**src/rtl/core/krmv_pkg.sv**
```systemverilog
`timescale 1ns / 1ps
package krmv_pkg;

    localparam int MaxLogSize = 8;
    localparam int ValueWidth = 32;
    localparam int FracBits   = 22;
    localparam int IdxWidth   = MaxLogSize;
    localparam int FiWidth    = $clog2(MaxLogSize);
    localparam int BufDepth   = 1 << (MaxLogSize - 1);
    localparam int BufAw      = MaxLogSize - 1;
    localparam int QDepth     = 2;

    localparam logic signed [ValueWidth-1:0] VMax = {1'b0, {(ValueWidth-1){1'b1}}};
    localparam logic signed [ValueWidth-1:0] VMin = {1'b1, {(ValueWidth-1){1'b0}}};

    localparam logic OP_LOAD = 1'b0;
    localparam logic OP_ELEM = 1'b1;

    typedef enum logic [1:0] {
        CFG_ROW  = 2'd0,
        CFG_DIAG = 2'd1,
        CFG_TRN  = 2'd2,
        CFG_LOG  = 2'd3
    } cfg_idx_t;

    typedef struct packed {
        logic                         op;
        logic [2:0]                   factor_index;
        logic signed [ValueWidth-1:0] value;
    } in_item_t;

    typedef struct packed {
        logic [7:0]                   result_index;
        logic signed [ValueWidth-1:0] result_value;
        logic                         last;
    } out_item_t;

    // classified job handed from front to back
    typedef struct packed {
        logic                         two;      // emits a pair
        logic                         zero_lo;  // lower result forced zero
        logic                         zero_hi;  // upper result forced zero
        logic                         neg_lo;   // lower result is negated product
        logic                         last;
        logic [IdxWidth-1:0]          k;
        logic [IdxWidth-1:0]          lowk;
        logic [MaxLogSize-1:0]        mask;     // factors still to multiply in
        logic signed [ValueWidth-1:0] start;    // operand for the first product
        logic                         use_f;    // first multiply is by row factor
    } job_t;

    typedef enum logic [2:0] {
        B_IDLE,
        B_MUL,
        B_WAIT,
        B_OUT0,
        B_OUT1
    } bstate_t;

    function automatic logic signed [ValueWidth-1:0] qmul(
        input logic signed [ValueWidth-1:0] a,
        input logic signed [ValueWidth-1:0] b
    );
        logic signed [2*ValueWidth-1:0] p;
        logic        [2*ValueWidth-1:0] mag;
        logic        [2*ValueWidth-1:0] r;
        logic                           neg;
        p   = a * b;
        neg = p[2*ValueWidth-1];
        mag = neg ? (~p + 1'b1) : p;
        r   = (mag + (64'(1) << (FracBits - 1))) >> FracBits;
        if (neg) begin
            if (r >= {1'b0, VMax} + 1'b1) qmul = VMin;
            else qmul = ValueWidth'(-r);
        end else begin
            if (r > {1'b0, VMax}) qmul = VMax;
            else qmul = ValueWidth'(r);
        end
    endfunction

endpackage

```
**src/rtl/core/krmv_back.sv**
```systemverilog
`timescale 1ns / 1ps
module krmv_back (
    input  logic                clk,
    input  logic                rst_n,
    input  krmv_pkg::job_t      job,
    input  logic                job_valid,
    output logic                job_pop,
    output logic                busy,
    input  logic [2:0]          row_select,
    input  logic                load_we,
    input  logic [2:0]          load_idx,
    input  logic signed [krmv_pkg::ValueWidth-1:0] load_val,
    output krmv_pkg::out_item_t result,
    output logic                result_valid,
    input  logic                result_stall
);
    localparam int VW = krmv_pkg::ValueWidth;
    localparam int MW = krmv_pkg::MaxLogSize;

    logic signed [VW-1:0] factors_reg [MW];
    krmv_pkg::bstate_t state_reg, state_next;
    krmv_pkg::job_t    cur_reg;
    logic signed [VW-1:0] acc_reg;
    logic signed [VW-1:0] prod_reg;
    logic [MW-1:0]     mask_reg;
    logic              first_reg;
    logic [$clog2(MW)-1:0] pick;
    logic signed [VW-1:0]  opnd, negv;
    logic              out_take;
    krmv_pkg::out_item_t out_reg;
    logic              out_valid_reg;

    // lowest pending factor bit
    always_comb
    begin
        pick = '0;
        for (int j = MW - 1; j >= 0; j--)
        begin
            if (mask_reg[j]) pick = ($clog2(MW))'(j);
        end
    end

    assign opnd     = first_reg ? factors_reg[row_select] : factors_reg[pick];
    assign out_take = !out_valid_reg || !result_stall;
    assign negv     = (acc_reg == krmv_pkg::VMin) ? krmv_pkg::VMax : -acc_reg;
    assign job_pop  = (state_reg == krmv_pkg::B_IDLE) && job_valid;
    assign busy     = (state_reg == krmv_pkg::B_MUL) || (state_reg == krmv_pkg::B_WAIT);

    always_comb
    begin
        state_next = state_reg;
        unique case (state_reg)
            krmv_pkg::B_IDLE: if (job_valid) state_next = krmv_pkg::B_MUL;
            krmv_pkg::B_MUL:
                if (!first_reg && mask_reg == '0) state_next = krmv_pkg::B_WAIT;
                else state_next = krmv_pkg::B_WAIT;
            krmv_pkg::B_WAIT:
                if (!first_reg && mask_reg == '0)
                    state_next = cur_reg.two ? krmv_pkg::B_OUT0 : krmv_pkg::B_OUT1;
                else state_next = krmv_pkg::B_MUL;
            krmv_pkg::B_OUT0: if (out_take) state_next = krmv_pkg::B_OUT1;
            krmv_pkg::B_OUT1: if (out_take) state_next = krmv_pkg::B_IDLE;
            default: state_next = krmv_pkg::B_IDLE;
        endcase
    end

    always_ff @(posedge clk or negedge rst_n)
    begin
        if (!rst_n)
        begin
            state_reg     <= krmv_pkg::B_IDLE;
            out_valid_reg <= 1'b0;
        end
        else
        begin
            state_reg <= state_next;
            if (out_take)
            begin
                out_valid_reg <= (state_reg == krmv_pkg::B_OUT0) ||
                                 (state_reg == krmv_pkg::B_OUT1);
            end
        end
    end

    // B_MUL registers the product, B_WAIT folds it into the accumulator
    always_ff @(posedge clk)
    begin
        if (load_we) factors_reg[load_idx] <= load_val;
        unique case (state_reg)
            krmv_pkg::B_IDLE:
            begin
                cur_reg   <= job;
                acc_reg   <= job.start;
                mask_reg  <= job.mask;
                first_reg <= job.use_f;
            end
            krmv_pkg::B_MUL:
            begin
                if (first_reg || mask_reg != '0) prod_reg <= krmv_pkg::qmul(acc_reg, opnd);
                else prod_reg <= acc_reg;
            end
            krmv_pkg::B_WAIT:
            begin
                acc_reg <= prod_reg;
                if (first_reg) first_reg <= 1'b0;
                else if (mask_reg != '0) mask_reg[pick] <= 1'b0;
            end
            default: ;
        endcase
        if (out_take)
        begin
            if (state_reg == krmv_pkg::B_OUT0)
            begin
                out_reg.result_index <= 8'(cur_reg.lowk);
                out_reg.last         <= 1'b0;
                out_reg.result_value <= cur_reg.zero_lo ? '0 : (cur_reg.neg_lo ? negv : acc_reg);
            end
            else
            begin
                out_reg.result_index <= 8'(cur_reg.k);
                out_reg.last         <= cur_reg.last;
                out_reg.result_value <= cur_reg.zero_hi ? '0 : acc_reg;
            end
        end
    end

    assign result       = out_reg;
    assign result_valid = out_valid_reg;
endmodule

```
**config.mk**
```make
export PLATFORM = sky130hd
export DESIGN_NAME = krmv_back
export DESIGN_NICKNAME = d
export VERILOG_FILES = /design/src/rtl/core/krmv_pkg.sv /design/src/rtl/core/krmv_back.sv
export SDC_FILE = /design/constraint.sdc
export NUM_CORES = 2
export LEC_CHECK = 0
export ABC_AREA = 1
export BUFFER_PORTS_ARGS = -buffer_cell sky130_fd_sc_hd__buf_4
export CAP_MARGIN = 20
export CORE_MARGIN = 3
export CORE_UTILIZATION = 50
export CTS_CLUSTER_SIZE = 28
export DETAILED_ROUTE_END_ITERATION = 7
export HOLD_SLACK_MARGIN = 0.12
export PLACE_DENSITY = 0.73
export SYNTH_ARGS = -nofsm -noshare
export SYNTH_HDL_FRONTEND = slang
export SYNTH_SLANG_ARGS = --single-unit
```
**constraint.sdc**
```tcl
create_clock -name clk -period 31.8 [get_ports clk]
set_clock_uncertainty 0.1 [all_clocks]
set_input_delay 3.18 -clock clk [delete_from_list [all_inputs] [get_ports clk]]
set_output_delay 3.18 -clock clk [all_outputs]
set_load 0.02 [all_outputs]
```
# Word level (Yosys, flattened, before mapping)
# Memory sizes are Yosys's and may differ from the RTL's.
# Index checks and enable logic that the tools add are counted.
# op_classes
muxes	34
magnitude_cmp	4
addsub	4
reduce_logical	16
multipliers	1
n_eq_ne	10
n_bitwise	3
# ops
operator	count
two-way mux 32 bit	9
adder 64 x 1 -> 64 bit (second input constant)	1
adder 64 x 22 -> 64 bit (second input constant)	1
multiplier 32 x 32 -> 64 bit	1
two-way mux 64 bit	1
negator 32 bit	2
NOT 64 bit	1
one-hot mux 32 bit (2 select lines)	1
>= comparator 42 x 32 -> 1 bit (second input constant)	1
> comparator 42 x 31 -> 1 bit (second input constant)	1
two-way mux 41 bit	1
two-way mux 3 bit	13
== test 32 bit (second input constant)	1
two-way mux 8 bit	2
one-hot mux 8 bit (2 select lines)	1
one-hot mux 3 bit (5 select lines)	1
AND 8 bit	1
zero test 8 bit	1
inequality test 2 bit (second input constant)	4
NOT 8 bit	1
nonzero test 8 bit	1
== test 3 x 2 -> 1 bit (second input constant)	2
AND reduction 3 bit	2
logical OR 1 bit	4
other kinds (12)	18
# word_totals
ramBits	256
inputBits	105
output_inout_bits	44
wordCells	89
mem_count	1
regBits	139
# memory_table
name	depth	width	read_ports	rd_ports_with_merged_regs	wr	line_no	source
factors_reg	8	32	2	0	1	krmv_back.sv:20	logic signed [VW-1:0] factors_reg [MW];

# Longest topological paths before layout
# An unclocked memory read counts as a cell.
# depth
depth_word	19
depth_mapped	74
mapped_depth_nobuf	71

# Worst setup path before layout
# No wires, ideal clock.
# synth_timing
path_type	input -> register
start	in row_select[0]
end	reg prod_reg[24], data pin
required_ps	31444
path_buffers	6
path_slack_ps	17701
path_stages	56
setup_time_ps	256
arrival_ps	13743
cell_sequence	clkbuf_1 > clkbuf_1 > clkbuf_1 > buf_1 > nand2_1 > nand3_1 > nand3_1 > o311ai_0 > nand2_1 > nor2_1 > fa_1 > inv_1 > fa_1 > inv_1 > fa_1 > fa_1 > inv_1 > fa_1 > (+20 left out) > nand2_1 > nand2_1 > ha_1 > clkbuf_1 > or2_2 > nand2_1 > ha_1 > nand2_1 > nor2_1 > nand2_1 > nor2_2 > nand3_2 > nor2_1 > nand3_1 > nand2_1 > inv_1 > nand2_1 > a21oi_2
# synth_via
elab_chain_cells	11
elab_cells_between_ends	14
classes_between	3 x add/sub; 1 x mul; 2 x order compare; 6 x mux; 1 x bitwise; 1 x memory
# synth_rtl
item	line_no	source
from (decl)	krmv_back.sv:9	input logic [2:0] row_select,
memory (8 x 32 bit) *	-	
two-way mux 32 bit *	krmv_back.sv:43	assign opnd = first_reg ? factors_reg[row_select] : factors_reg[pick];
multiplier 32 x 32 -> 64 bit *	krmv_pkg.sv:68	p = a * b;
NOT 64 bit	krmv_pkg.sv:70	mag = neg ? (~p + 1'b1) : p;
adder 64 x 1 -> 64 bit	krmv_pkg.sv:70	
two-way mux 64 bit	krmv_pkg.sv:70	
adder 64 x 22 -> 64 bit	krmv_pkg.sv:71	r = (mag + (64'(1) << (FracBits - 1))) >> FracBits;
> comparator 42 x 31 -> 1 bit, or another cell as far along	krmv_pkg.sv:76	if (r > {1'b0, VMax}) qmul = VMax;
two-way mux 32 bit (on tied branches)	krmv_pkg.sv:76, krmv_pkg.sv:73	
two-way mux 32 bit *	krmv_pkg.sv:72	if (neg) begin
two-way mux 32 bit *	krmv_back.sv:99	if (first_reg || mask_reg != '0) prod_reg <= krmv_pkg::qmul(acc_reg, opnd);
to (signal assigned)	krmv_back.sv:99	
to (signal assigned)	krmv_back.sv:100	else prod_reg <= acc_reg;
to (decl)	krmv_back.sv:24	logic signed [VW-1:0] prod_reg;
# Every way passes the cells marked *; elsewhere a longest branch is shown, timed or not.
# A chain may end at the register's enable or synchronous reset.

# Final worst setup path
# layout_timing
start	in row_select[1]
end	reg prod_reg[0], data pin
# Same word-level chain as after synthesis.

==> run metrics <==
status complete, but fails checks; failing checks design-rule violations; Place WS 14.08 ns; initial antenna violation count 3; initial core utilization 50.5%; Async S/R FF share, synth 1.01%; Layout area overhead 6.89%; number of remaining DRC errors 1; Port Buf Inserts 148; die width 360 um; launch point of the worst path row_select[1]; RSZ-0062 raised after global routing false; final hold violations 0; Crit path top cell by count inv_1; most frequent cells in the layout nand2_1, inv_1, fa_1; share of cells above drive strength 1 6.96%; total core area 0.124 mm2; register area 0.0118 mm2; Post-synth EDFFs 391; # rows 129; Synth Flop Type edfxtp_1; worst hold-check path type flip-flop to flip-flop; worst skew pair latency 0.60 ns; fin. max-slew vios 0; First-pass DRT Iterations 8; slowest stage cell on the critical path buf_4; CTS buffer count 44; GRT Total Usage 35.4%; wire length of the first global-routing pass 345 mm; Post-Route Utilization 54.0%; max reg flops 256; most common cell after layout, fill and taps aside nand2_1; synthesized instance count 7,948; Post-CTS Hold Buffers 0; Crit path largest cell delay 0.74 ns; shortest period the worst path allows 17.41 ns; setup bufs post-CTS 0; clk sinks 395; period utilization 54.8%; Peak Freq 57.4 MHz; Detail Placement HPWL 178 mm; deepest clock path buffer count 3; Via density 5.81; worst r2r src mask_reg[5]; DRT iter0 DRCs 6,677; Multi-input gate area 0.0435 mm2; Filler cells 11,439; vias in the first global route 55,742; total placed instance area 0.0653 mm2; Max Fanout on Critical Path 89; post-cts resize count 0; htree depth 2; Yosys cell types 54; Hold Startpoint cur_reg[53]; Mapped Avg Cell Area 7.87 um2; fin nets 9,299; WS Path Type input port to flip-flop; post-synth net total 9,323; TNS Setup 0 ns; post-route ant nets 0; sequential-to-total area share from yosys stat 18.9%; Worst Path Required 32.01 ns; final worst setup slack 14.39 ns; largest net degree at the start of global routing 94; Overflow after GRT 0; TritonCTS clock tree yes; die area 0.129 mm2; IO Count 149; max_cap viols 0; Setup-failing EPs final 0; wire per inst 23.8 um; GP Congestion 1.01; yosys synthesis warning count 0; DR vias 55,756; Mapped Area 0.0626 mm2; Seq cells post-synth 395; Die Ht 360 um; CP Capture Type flip-flop; Slew HR 22.7%; flop-to-flop setup slack 16.15 ns; CTS root buf clkbuf_16; final instance area 0.0669 mm2; Tightest Pin Transition 1.16 ns; final WL 228 mm; CP arrival 17.62 ns; crit start category input port; Worst-path clk slew 0.06 ns
-- cell usage after synthesis (all sizes together), types with 37 or more instances --
| cell | count | area share, % |
|---|---|---|
| a21oi | 211 | 1.8 |
| buf | 64 | 0.54 |
| clkbuf | 262 | 1.6 |
| edfxtp | 391 | 19 |
| fa | 1082 | 35 |
| ha | 188 | 3.8 |
| inv | 1584 | 9.5 |
| nand2 | 2212 | 14 |
| nand3 | 404 | 3.4 |
| nand4 | 134 | 1.4 |
| nor2 | 969 | 6.4 |
| o21ai | 110 | 0.88 |
| o22ai | 52 | 0.52 |
| o31ai | 37 | 0.44 |
-- critical path, delay by kind of cell --
family	cells	cell delay, ns
XOR/XNOR	1	0.22
adder cells (fa/ha/maj)	10	4.95
buffers and inverters	15	4.30
AO/OA/AOI/OAI	8	1.26
AND/OR/NAND/NOR	20	3.54
-- per-stage QoR --
step	hold slack [ns]	cells
after detailed placement	0.396	9510
final	0.411	9601
after CTS	0.411	9591
after floorplan	0.387	7948
after global placement	0.390	9510
after global routing	0.436	9596
-- routing by layer --
layer,wire length [um],track usage (%)
met4,12300,15.8
met2,99400,53.6
met1,87000,48.3
met3,29600,8.83
met5,13,0
-- cells by family (layout without fill, tap and decap cells) --
family | after synthesis | count (layout) | share of synthesized area, %
compound gates | 520 | 520 | 5.09
xor+xnor | 39 | 39 | 0.546
fa+ha+maj | 1270 | 1270 | 38.4
buf+inv | 1938 | 1949 | 11.8
flops | 395 | 395 | 18.9
other cells | 0 | 5 | 0
simple gates | 3786 | 3786 | 25.3
-- path summary, 6_finish.rpt --
kind	endpoint	depth (start not counted)
worst max register to register	prod_reg[0]	63
worst max-delay path	prod_reg[0]	54
min in group asynchronous	result_valid	1
worst min register to register	result[37]	2
max in group asynchronous	state_reg[0]	1
worst min-delay path	result[37]	2
-- final cells by class --
class / instances / area share (%)
repair buffers: 256 / 3.00
well taps: 1637 / 3.06
clock buffers: 55 / 1.71
inverters: 1612 / 9.05
clock inverters: 26 / 0.477
diodes: 5 / 0.0187
flip-flops and latches: 395 / 17.7
multi-input cells: 5615 / 65.0
Power is not shown: default switching activity piles up to over one toggle a cycle in this logic, so the estimate is an artifact.
